==> config.mk <==
export PLATFORM = sky130hd
export DESIGN_NAME = dpcm_unary_pixel_decoder
export DESIGN_NICKNAME = d
export VERILOG_FILES = /design/src/hdl/dpcm_up_pkg.sv /design/src/hdl/dpcm_up_in_reg.sv /design/src/hdl/dpcm_up_core.sv /design/src/hdl/dpcm_up_out_reg.sv /design/src/hdl/dpcm_unary_pixel_decoder.sv
export SDC_FILE = /design/constraint.sdc
export NUM_CORES = 1
export LEC_CHECK = 0
export BUFFER_PORTS_ARGS = -buffer_cell sky130_fd_sc_hd__buf_4
export CORE_ASPECT_RATIO = 1.2
export CORE_UTILIZATION = 40
export DETAILED_ROUTE_END_ITERATION = 8
export HOLD_SLACK_MARGIN = 0.12
export PLACE_DENSITY_LB_ADDON = 0.05
export SYNTH_ARGS = -nofsm -noshare
export SYNTH_HDL_FRONTEND = slang
export SYNTH_SLANG_ARGS = --single-unit
==> constraint.sdc <==
create_clock -name clk -period 5.4 [get_ports clk]
set_input_delay 0.81 -clock clk [delete_from_list [all_inputs] [get_ports clk]]
set_output_delay 0.81 -clock clk [all_outputs]
set_load 0.1 [all_outputs]
==> src/hdl/dpcm_up_pkg.sv <==
package dpcm_up_pkg;

    // Pixel and configuration widths
    localparam int PIX_W      = 8;
    localparam int ROW_W      = 13;
    localparam int STEP_W     = 8;
    localparam int CFG_DATA_W = 13;
    localparam int CFG_IDX_W  = 1;
    localparam int RAW_CNT_W  = 4;
    localparam int RUN_W      = 8;

    // Register indexes on the configuration port
    localparam logic [CFG_IDX_W-1:0] REG_ROW_WIDTH  = 1'b0;
    localparam logic [CFG_IDX_W-1:0] REG_QUANT_STEP = 1'b1;

    // Reset values of the configuration registers
    localparam logic [ROW_W-1:0]  ROW_WIDTH_RST  = 13'd512;
    localparam logic [STEP_W-1:0] QUANT_STEP_RST = 8'd15;

    // Raw first pixel of a row is this many bits
    localparam logic [RAW_CNT_W-1:0] RAW_BITS = 4'd8;
    // Run counter saturation value
    localparam logic [RUN_W-1:0]     RUN_MAX  = 8'd255;

    typedef struct packed {
        logic [ROW_W-1:0]  row_width;
        logic [STEP_W-1:0] quant_step;
    } cfg_t;

    typedef struct packed {
        logic [PIX_W-1:0] pixel;
        logic             row_last;
    } result_t;

    // Handshake between the decode core and the stage registers
    typedef struct packed {
        logic advance;  // input beat is consumed this cycle
        logic emit;     // a result is written to the output register
    } core_ctl_t;

endpackage

==> src/hdl/dpcm_up_in_reg.sv <==
module dpcm_up_in_reg (
    input  logic clk,
    input  logic rst_n,
    input  logic in_valid,
    output logic in_stall,
    input  logic bit_value,
    input  logic advance,
    output logic s1_valid,
    output logic s1_bit
);

    logic s1_valid_reg;
    logic s1_valid_next;
    logic s1_bit_reg;
    logic accept;

    // Stall only while a held beat cannot move on
    assign in_stall = s1_valid_reg && !advance;
    assign accept   = in_valid && !in_stall;

    assign s1_valid_next = accept || (s1_valid_reg && !advance);

    always_ff @(posedge clk or negedge rst_n)
    begin
        if (!rst_n)
        begin
            s1_valid_reg <= 1'b0;
        end
        else
        begin
            s1_valid_reg <= s1_valid_next;
        end
    end

    // Payload needs no reset
    always_ff @(posedge clk)
    begin
        if (accept)
        begin
            s1_bit_reg <= bit_value;
        end
    end

    assign s1_valid = s1_valid_reg;
    assign s1_bit   = s1_bit_reg;

endmodule

==> src/hdl/dpcm_up_core.sv <==
module dpcm_up_core #(
    parameter int MAX_WIDTH = 4096
) (
    input  logic                     clk,
    input  logic                     rst_n,
    input  dpcm_up_pkg::cfg_t        cfg,
    input  logic                     s1_valid,
    input  logic                     s1_bit,
    input  logic                     out_busy,
    output dpcm_up_pkg::core_ctl_t   ctl,
    output dpcm_up_pkg::result_t     result
);

    localparam int CW = (MAX_WIDTH > 1) ? $clog2(MAX_WIDTH) : 1;
    localparam int WW = (CW + 1 > dpcm_up_pkg::ROW_W) ? CW + 1 : dpcm_up_pkg::ROW_W;

    logic [CW-1:0]                     column_reg;
    logic [CW-1:0]                     column_next;
    logic [dpcm_up_pkg::RAW_CNT_W-1:0] raw_count_reg;
    logic [dpcm_up_pkg::RAW_CNT_W-1:0] raw_count_next;
    logic [dpcm_up_pkg::PIX_W-1:0]     raw_shift_reg;
    logic [dpcm_up_pkg::PIX_W-1:0]     raw_shift_next;
    logic [dpcm_up_pkg::RUN_W-1:0]     run_count_reg;
    logic [dpcm_up_pkg::RUN_W-1:0]     run_count_next;
    logic [dpcm_up_pkg::PIX_W-1:0]     prev_pixel_reg;
    logic [dpcm_up_pkg::PIX_W-1:0]     prev_pixel_next;

    logic [WW-1:0]                     eff_width;
    logic [WW-1:0]                     col_plus1;
    logic                              last;
    logic                              raw_phase;
    logic                              produces;
    logic [dpcm_up_pkg::RUN_W-1:0]     mag;
    logic [2*dpcm_up_pkg::PIX_W-1:0]   prod;
    logic [dpcm_up_pkg::PIX_W-1:0]     delta;
    logic [dpcm_up_pkg::PIX_W-1:0]     coded_pixel;
    logic [dpcm_up_pkg::PIX_W-1:0]     new_pixel;
    logic [dpcm_up_pkg::RAW_CNT_W-1:0] raw_count_inc;

    // Effective row width: zero acts as one, clamp at MAX_WIDTH
    always_comb
    begin
        if (cfg.row_width == '0)
        begin
            eff_width = WW'(1);
        end
        else if (WW'(cfg.row_width) > WW'(MAX_WIDTH))
        begin
            eff_width = WW'(MAX_WIDTH);
        end
        else
        begin
            eff_width = WW'(cfg.row_width);
        end
    end

    assign col_plus1 = WW'(column_reg) + WW'(1);
    assign last      = (col_plus1 >= eff_width);
    assign raw_phase = (column_reg == '0);

    // Zigzag magnitude: odd run gives (k+1)/2, even run gives k/2
    assign mag   = run_count_reg[0] ? ((run_count_reg >> 1) + dpcm_up_pkg::RUN_W'(1))
                                    : (run_count_reg >> 1);
    assign prod  = mag * cfg.quant_step;
    assign delta = prod[dpcm_up_pkg::PIX_W-1:0];
    assign coded_pixel = run_count_reg[0] ? (prev_pixel_reg + delta)
                                          : (prev_pixel_reg - delta);

    assign raw_count_inc  = raw_count_reg + dpcm_up_pkg::RAW_CNT_W'(1);
    assign raw_shift_next = {raw_shift_reg[dpcm_up_pkg::PIX_W-2:0], s1_bit};

    // Does this beat complete a pixel
    always_comb
    begin
        if (raw_phase)
        begin
            produces = (raw_count_inc == dpcm_up_pkg::RAW_BITS);
        end
        else
        begin
            produces = !s1_bit;
        end
    end

    assign new_pixel = raw_phase ? raw_shift_next : coded_pixel;

    // Hold the beat only when a result is due and the output is full
    assign ctl.advance = s1_valid && !(produces && out_busy);
    assign ctl.emit    = ctl.advance && produces;

    assign result.pixel    = new_pixel;
    assign result.row_last = last;

    // Next state for one consumed bit
    always_comb
    begin
        column_next     = column_reg;
        raw_count_next  = raw_count_reg;
        run_count_next  = run_count_reg;
        prev_pixel_next = prev_pixel_reg;
        if (raw_phase)
        begin
            raw_count_next = raw_count_inc;
        end
        else if (s1_bit)
        begin
            if (run_count_reg != dpcm_up_pkg::RUN_MAX)
            begin
                run_count_next = run_count_reg + dpcm_up_pkg::RUN_W'(1);
            end
        end
        if (produces)
        begin
            raw_count_next  = '0;
            run_count_next  = '0;
            prev_pixel_next = new_pixel;
            column_next     = last ? '0 : col_plus1[CW-1:0];
        end
    end

    always_ff @(posedge clk or negedge rst_n)
    begin
        if (!rst_n)
        begin
            column_reg     <= '0;
            raw_count_reg  <= '0;
            raw_shift_reg  <= '0;
            run_count_reg  <= '0;
            prev_pixel_reg <= '0;
        end
        else if (ctl.advance)
        begin
            column_reg     <= column_next;
            raw_count_reg  <= raw_count_next;
            run_count_reg  <= run_count_next;
            prev_pixel_reg <= prev_pixel_next;
            if (raw_phase)
            begin
                raw_shift_reg <= raw_shift_next;
            end
        end
    end

endmodule

==> src/hdl/dpcm_up_out_reg.sv <==
module dpcm_up_out_reg (
    input  logic                                clk,
    input  logic                                rst_n,
    input  logic                                load,
    input  dpcm_up_pkg::result_t                result,
    output logic                                out_valid,
    input  logic                                out_stall,
    output logic                                out_busy,
    output logic [dpcm_up_pkg::PIX_W-1:0]       pixel,
    output logic                                row_last
);

    logic                 out_valid_reg;
    logic                 out_valid_next;
    dpcm_up_pkg::result_t result_reg;

    // Full and not taken this cycle
    assign out_busy       = out_valid_reg && out_stall;
    assign out_valid_next = load || out_busy;

    always_ff @(posedge clk or negedge rst_n)
    begin
        if (!rst_n)
        begin
            out_valid_reg <= 1'b0;
        end
        else
        begin
            out_valid_reg <= out_valid_next;
        end
    end

    always_ff @(posedge clk)
    begin
        if (load)
        begin
            result_reg <= result;
        end
    end

    assign out_valid = out_valid_reg;
    assign pixel     = result_reg.pixel;
    assign row_last  = result_reg.row_last;

endmodule

==> src/hdl/dpcm_unary_pixel_decoder.sv <==
// Serial DPCM pixel decoder, one coded bit per input beat.
// Input channel: in_valid / in_stall carry bit_value. Output channel:
// out_valid / out_stall carry pixel and row_last, one beat per decoded pixel.
// The first pixel of a row is 8 raw bits, MSB first; later pixels are a run
// of ones closed by a zero, mapped zigzag to a residual scaled by quant_step.
// Configuration: cfg_wr_en / cfg_index / cfg_data write row_width (index 0)
// or quant_step (index 1); write only while the decoder is idle.
// Throughput: one bit per clock unless the input is stalled. Each bit sits
// in an input register; the run decode, 8x8 multiply and add then update
// the state. The bit that completes a pixel is held in the input register,
// then its result beat is loaded into the output register.
// Stall: a stalled output beat holds; bits that complete no pixel keep
// flowing, and the input stalls only when a new pixel is ready while the
// output register is still held.
// Reset: all decode state clears to column 0 with prev pixel 0;
// row_width returns to 512 and quant_step to 15. No clearing pass.
module dpcm_unary_pixel_decoder #(
    parameter int MAX_WIDTH = 4096
) (
    input  logic                                  clk,
    input  logic                                  rst_n,
    input  logic                                  cfg_wr_en,
    input  logic [dpcm_up_pkg::CFG_IDX_W-1:0]     cfg_index,
    input  logic [dpcm_up_pkg::CFG_DATA_W-1:0]    cfg_data,
    input  logic                                  in_valid,
    output logic                                  in_stall,
    input  logic                                  bit_value,
    output logic                                  out_valid,
    input  logic                                  out_stall,
    output logic [dpcm_up_pkg::PIX_W-1:0]         pixel,
    output logic                                  row_last
);

    dpcm_up_pkg::cfg_t      cfg_reg;
    dpcm_up_pkg::cfg_t      cfg_next;
    dpcm_up_pkg::core_ctl_t ctl;
    dpcm_up_pkg::result_t   result;
    logic                   s1_valid;
    logic                   s1_bit;
    logic                   out_busy;

    // Configuration registers
    always_comb
    begin
        cfg_next = cfg_reg;
        if (cfg_wr_en)
        begin
            unique case (cfg_index)
                dpcm_up_pkg::REG_ROW_WIDTH:
                    cfg_next.row_width = cfg_data[dpcm_up_pkg::ROW_W-1:0];
                dpcm_up_pkg::REG_QUANT_STEP:
                    cfg_next.quant_step = cfg_data[dpcm_up_pkg::STEP_W-1:0];
                default:
                    cfg_next = cfg_reg;
            endcase
        end
    end

    always_ff @(posedge clk or negedge rst_n)
    begin
        if (!rst_n)
        begin
            cfg_reg.row_width  <= dpcm_up_pkg::ROW_WIDTH_RST;
            cfg_reg.quant_step <= dpcm_up_pkg::QUANT_STEP_RST;
        end
        else
        begin
            cfg_reg <= cfg_next;
        end
    end

    dpcm_up_in_reg u_in_reg (
        .clk       (clk),
        .rst_n     (rst_n),
        .in_valid  (in_valid),
        .in_stall  (in_stall),
        .bit_value (bit_value),
        .advance   (ctl.advance),
        .s1_valid  (s1_valid),
        .s1_bit    (s1_bit)
    );

    dpcm_up_core #(
        .MAX_WIDTH (MAX_WIDTH)
    ) u_core (
        .clk      (clk),
        .rst_n    (rst_n),
        .cfg      (cfg_reg),
        .s1_valid (s1_valid),
        .s1_bit   (s1_bit),
        .out_busy (out_busy),
        .ctl      (ctl),
        .result   (result)
    );

    dpcm_up_out_reg u_out_reg (
        .clk       (clk),
        .rst_n     (rst_n),
        .load      (ctl.emit),
        .result    (result),
        .out_valid (out_valid),
        .out_stall (out_stall),
        .out_busy  (out_busy),
        .pixel     (pixel),
        .row_last  (row_last)
    );

`ifndef NO_ASSERTIONS
    // A result is only produced from a held input beat
    a_emit_needs_beat: assert property (@(posedge clk) disable iff (!rst_n)
        ctl.emit |-> s1_valid)
        else $error("result emitted without an input beat");

    // A held output beat is never overwritten
    a_no_overwrite: assert property (@(posedge clk) disable iff (!rst_n)
        out_busy |-> !ctl.emit)
        else $error("output register overwritten while stalled");

    // Input stalls only when a held bit waits on a full output
    a_stall_cause: assert property (@(posedge clk) disable iff (!rst_n)
        in_stall |-> (s1_valid && out_valid && out_stall))
        else $error("input stalled without a blocked result");

    // An emitted result shows up on the output the next cycle
    a_emit_visible: assert property (@(posedge clk) disable iff (!rst_n)
        ctl.emit |=> out_valid)
        else $error("emitted result not presented");
`endif

endmodule
==> metrics.txt, run 1 <==
status finished clean; Syn Std Cell Area just under 0.005 mm2; Worst Hold Class reg2reg; via density per instance between 5 and 6; FF-to-FF path depth 16; CTS root buf clkbuf_16; number of global-route vias before repair about 3700; core box area 0.0121 mm2; max cap viols 0; Final Cell Area between 0.005 and 0.006 mm2; FMAX slightly below 200 MHz; final hold vios 0; setup TNS 0 ns; syn nets approximately 570; Power Density 483 mW/mm2; total track usage 0.178; pin count of the biggest net entering global routing 63; max reg flops 21; CTS Buffer Depth 2; Final ANT Viol Nets 0; Startpoint Class flip-flop; layout cells sized above 1 0.194; placed cell area ~0.0054 mm2; nets 600; CP endpoint kind flip-flop; Synth-to-Final Area Change 14.5%; DR WL/cell around 15 um; total clock sinks 72; antenna diode count 0; Worst Setup EP u_out_reg.pixel[7]; Required @ worst endpoint 5.49 ns; Top FF cell, synth dfrtp_1; DR vias ~3500; Distinct cells, synth 58; reg2reg start u_core.run_count_reg[1]; Comb pwr share 0.511; initial antenna violation count 0; switch share 0.407; Detailed Route WL 10400 um; flop and latch count out of synthesis approximately 70; Hold Slack ~0.5 ns; # rows 44; Worst R2R Setup Slack 0.21 ns; Pins Over Slew Limit 0; Arrival @ worst endpoint 5.28 ns; Residual DRC 0; clk_skew 0.00960 ns; fin crit period roughly 5.2 ns; Tcrit/Tclk final 0.962; H-tree levels 3; Mean Syn Cell Area roughly 10 um2; CP Class reg2reg; sequential area share after synthesis 0.374; clock latency on the worst-skew pair approximately 0.33 ns; Die ar. 0.0129 mm2; GP Congestion 0.798; Initial Utilization 0.411; Worst Tran Pin Value 1.11 ns; initial DRC count about 120; Syn. warnings 0; Clock transition at path regs about 0.060 ns; cell count after synthesis around 500; PortBufs 30; Post-synth ARST share 0.861; Seq pwr share 0.291; EDFF count, synth 10; die width roughly 100 um; worst vdd ir between 0.2 and 0.3 mV; Pleak about 0.0027 uW; Die H roughly 120 um; IO Pins 31; Final setup viols 0; switching pwr approximately 1100 uW; Num CTS Buffers 9; Cell Int Power approximately 1600 uW; CTS tree done; hold buffers post-CTS 0; gr ovfl total 0; launching instance or port of the critical path u_core.run_count_reg[1]; crit-path max FO 6; Worst slew margin 0.257; reg2reg end u_out_reg.pixel[7]; first-pass GRT wire length between 15000 and 20000 um; clock power share 0.198; DR pass1 iterations 5; dpl hpwl approximately 7900 um
## metal layers
metal,routed length (um),track usage,part of all wire,up-vias
met4,162,0.0607,0.016,0
li1,-,-,-,1759
met2,5520,0.338,0.53,36
met1,4550,0.204,0.44,1706
met5,0,0,0,-
met3,185,0.0314,0.018,11
## power by group through the flow
stage          Sequential (uW)  Clock, uW  Combinational (uW)
2_1_floorplan              987          0                 931
3_3_place_gp               811          0                1390
3_5_place_dp               810          0                1400
4_1_cts                    801        562                1410
5_1_grt                    817        585                1570
6_report                   800        546                1410
## worst max-delay path, cell delays in order (launching register included)
cell and delay [ns]:
dfrtp_2 0.43, ha_1 0.29, mux2i_1 0.06, buf_4 0.16, nand2b_1 0.17, fa_1 0.46, fa_1 0.55, inv_1 0.05
fa_1 0.46, fa_1 0.60, ha_4 0.23, a21oi_4 0.11, xnor3_1 0.41, xnor3_1 0.38, xor2_1 0.18, xnor2_1 0.15
mux2_4 0.26
## Yosys cell counts (all sizes together) (8+ instances only)
master	instances	area share
a22o	8	0.014
mux2	34	0.078
xnor2	30	0.059
edfxtp	10	0.060
fa	13	0.052
inv	35	0.026
ha	42	0.11
nand3	11	0.011
xor2	9	0.016
nand2	58	0.044
nor2	33	0.025
o21ai	15	0.015
and2	15	0.019
a21oi	19	0.024
a21o	12	0.018
clkbuf	10	0.0075
nor2b	9	0.011
dfrtp	57	0.29
## worst min-delay path by stage
| stage | start | endpoint | slack, ns | cells after the start |
|---|---|---|---|---|
| global placement | u_core.prev_pixel_reg[6] | u_core.prev_pixel_reg[6] | 0.49 | 1 |
| CTS | u_core.prev_pixel_reg[6] | u_core.prev_pixel_reg[6] | 0.50 | 1 |
| detailed placement | u_core.prev_pixel_reg[6] | u_core.prev_pixel_reg[6] | 0.49 | 1 |
| floorplan | u_core.prev_pixel_reg[2] | u_core.prev_pixel_reg[2] | 0.46 | 1 |
| finish | u_core.prev_pixel_reg[6] | u_core.prev_pixel_reg[6] | 0.50 | 1 |
| global route | cfg_reg[7] | cfg_reg[7] | 0.53 | 1 |
## through the flow
stage           util  total power, uW  worst slack, ns  std cells
2_1_floorplan      -             1920            0.319        490
3_3_place_gp   0.444             2200            0.168        672
3_5_place_dp   0.444             2210         0.000642        672
4_1_cts        0.467             2770          0.00129        688
5_1_grt        0.470             2970          -0.0192        691
6_report       0.470             2750            0.207        691
## placed cells by master, fill, tap and decap left out, types with 4 or more instances in the layout
master	netlist	layout
fa_1	13	13
xor2_1	9	9
nand3_1	11	11
a22oi_1	4	4
nor2b_1	9	9
mux2_2	24	24
dfrtp_1	57	56
nand4_1	5	5
a31oi_1	4	4
dfstp_2	5	5
nand2b_1	5	5
a22o_1	8	8
edfxtp_1	10	10
ha_1	42	41
buf_4	0	40
o21ai_0	6	6
and2_1	15	15
nor2_1	33	33
a21o_1	11	11
clkbuf_16	0	9
mux2_1	9	9
inv_1	33	33
xnor2_1	26	25
or3_1	5	5
o21ai_1	9	9
xnor2_2	4	5
and3_1	4	4
nand2_1	58	58
a21oi_1	15	15
## what timing repair did
action                     4_1_cts  5_1_grt
resized for setup                0        3
buffers inserted                 0        3
setup endpoints to repair        0        3
hold endpoints to repair         0        0
## area by class of cell
type / count / area (um2)
fillers: 1183 / 6420
multi-input cells: 367 / 2930
flip-flops and latches: 72 / 1860
repair buffers: 40 / 300
clock buffers: 10 / 229
well taps: 161 / 201
inverters: 35 / 131
clock inverters: 6 / 42.5
## cells by family after synthesis
kind of cell             Yosys count  share of synthesized area
adder cells (fa/ha/maj)           55                      0.158
AO/OA/AOI/OAI                     77                      0.107
multiplexers                      35                     0.0798
buffers and inverters             51                     0.0408
flip-flops                        72                      0.374
AND/OR/NAND/NOR                  158                      0.152
XOR/XNOR                          42                     0.0883
Power figures use the tool's default switching activity.
==> run 2, diff against run 1 <==
CAP_MARGIN = 10   (was default)
CORE_ASPECT_RATIO = 1.25   (was 1.2)
==> run 2 against run 1 <==
Effect of this change: setup slack got worse by 0.0055 ns; cell count rose by 0.14%; register-to-register slack barely moved; die area barely moved; first-iteration DRC count fell by 18%; combinational power barely moved; maximum frequency fell by 0.11%; via count did not move.
==> metrics.txt, run 2 (synthesis gave the netlist of run 1 again) <==
status finished clean; hold buffers post-CTS 0 (unchanged); via density per instance 5.08 (-0.14%); Tcrit/Tclk final 0.963 (+0.00102); antenna diode count 0 (unchanged); FMAX 192 MHz (-0.11%); total clock sinks 72 (unchanged); fillers 1167 (-1.4%); RSZ-0062 raised after global routing no; WHS Path Cells 1 (unchanged); H-tree levels 3 (unchanged); total track usage 0.184 (+0.00607); CTS root buf clkbuf_16; CTS resizes 0 (unchanged); commonest non-fill, non-tap cells in the layout nand2_1 (58), dfrtp_1 (55), ha_1 (42); Final Power 2760 uW (+0.35%); DR WL/cell 15.4 um (+2.4%); reg2reg end u_out_reg.pixel[7]; Final setup viols 0 (unchanged); CP Class reg2reg; initial antenna violation count 0 (unchanged); Required @ worst endpoint 5.47 ns (-0.02 ns); nets 598 (-0.33%); most common cell after layout, fill and taps aside nand2_1; CP endpoint kind flip-flop; die width 102 um (-2.0%); Startpoint Class flip-flop; core box area 0.0121 mm2 (about the same); Residual DRC 0 (unchanged); Worst R2R Setup Slack 0.20 ns (about the same); CTS Buffer Depth 2 (unchanged); final hold vios 0 (unchanged); crit-path max FO 4 (-2); multi-input logic area 0.00294 mm2 (+0.38%); Power Density 485 mW/mm2 (+0.30%); Final ANT Viol Nets 0 (unchanged); pin count of the biggest net entering global routing 63 (unchanged); Arrival @ worst endpoint 5.27 ns (about the same); GP Congestion 0.781 (-2.2%); PortBufs 30 (unchanged); setup bufs post-CTS 0 (unchanged); Hold Slack 0.496 ns (+0.0000260 ns); # rows 45 (+2.3%); Worst slew margin 0.459 (+0.202); Initial Utilization 0.411 (about the same); Worst Hold Class reg2reg; reg2reg start u_core.run_count_reg[1]; Worst Tran Pin Value 0.812 ns (-0.300 ns); DR vias 3512 (unchanged); number of global-route vias before repair 3571 (-2.7%); initial DRC count 99 (-18%); Die H 127 um (+2.0%); clock latency on the worst-skew pair 0.33 ns (about the same); post-route insts no fill 692 (+0.14%); Synth-to-Final Area Change 14.6% (about the same); DR pass1 iterations 4 (-1); fin crit period 5.20 ns (+0.00549 ns); Pins Over Slew Limit 0 (unchanged); Pleak 0.00267 uW (-0.13%); Num CTS Buffers 9 (unchanged); layout cells sized above 1 0.193 (-0.00116); hold_sp u_core.prev_pixel_reg[6]; final core utilization 0.471 (about the same); max reg flops 21 (unchanged); Clock transition at path regs 0.06 ns (about the same); gr ovfl total 0 (unchanged); worst vdd ir 0.314 mV (+6.9%); setup TNS 0 ns (unchanged); flip-flop and latch area 0.00186 mm2 (about the same); dpl hpwl 7990 um (+0.74%); max cap viols 0 (unchanged); Detailed Route WL 10700 um (+2.5%); FF-to-FF path depth 17 (+1); IO Pins 31 (unchanged); first-pass GRT wire length 18100 um (+1.8%); dpl cells 675 (+0.45%); Worst Hold End u_core.prev_pixel_reg[6]; CTS tree done; clk_skew 0.0106 ns (+0.00104 ns); Die ar. 0.0129 mm2 (about the same)
==> run 2: through the flow <==
step,area (um2),setup WS [ns]
2_1_floorplan,4970,0.319
3_3_place_gp,5380,0.157
3_5_place_dp,5380,0.00669
4_1_cts,5660,0.0108
5_1_grt,5700,0.00205
6_report,5700,0.201
==> run 2: worst max path at each step <==
| stage | startpoint | end | slack (ns) | cells past startpoint |
|---|---|---|---|---|
| 4_1_cts | u_core.run_count_reg[1] | u_out_reg.pixel[7] | 0.01 | 16 |
| 5_1_grt | u_core.run_count_reg[0] | u_out_reg.pixel[7] | 0.002 | 16 |
| 6_report | u_core.run_count_reg[1] | u_out_reg.pixel[7] | 0.20 | 17 |
| 2_1_floorplan | u_core.run_count_reg[2] | u_out_reg.pixel[7] | 0.32 | 17 |
| 3_3_place_gp | u_core.run_count_reg[1] | u_out_reg.pixel[7] | 0.16 | 17 |
| 3_5_place_dp | u_core.run_count_reg[1] | u_out_reg.pixel[7] | 0.007 | 16 |
==> run 2: final cells by class <==
type / count / share of cell area
Timing Repair Buffer: 38 / 0.0501
Tap cell: 164 / 0.0360
Clock buffer: 10 / 0.0402
Sequential cell: 72 / 0.327
Clock inverter: 6 / 0.00769
Multi-Input combinational cell: 367 / 0.516
Inverter: 35 / 0.0231
==> run 2: critical path, stage by stage (launching register included) <==
cell     delay [ns]
dfrtp_1        0.41
ha_1           0.20
nand4_1        0.14
xnor2_1        0.26
buf_4          0.18
nand2_1        0.06
fa_1           0.48
inv_1          0.04
ha_1           0.30
fa_1           0.51
fa_1           0.49
ha_1           0.36
a21oi_4        0.13
xnor3_1        0.41
xnor3_1        0.38
xor2_1         0.18
xnor2_1        0.15
mux2_4         0.26
==> run 2: per-layer routing <==
metal	track usage	routed length, um
met2	0.330	5800
met3	0.0303	225
met5	0	0
met4	0.0563	109
met1	0.223	4540
==> run 2: where the power goes <==
group          internal [uW]  switching, uW
logic                    605            801
registers                710           94.4
clock network            313            239
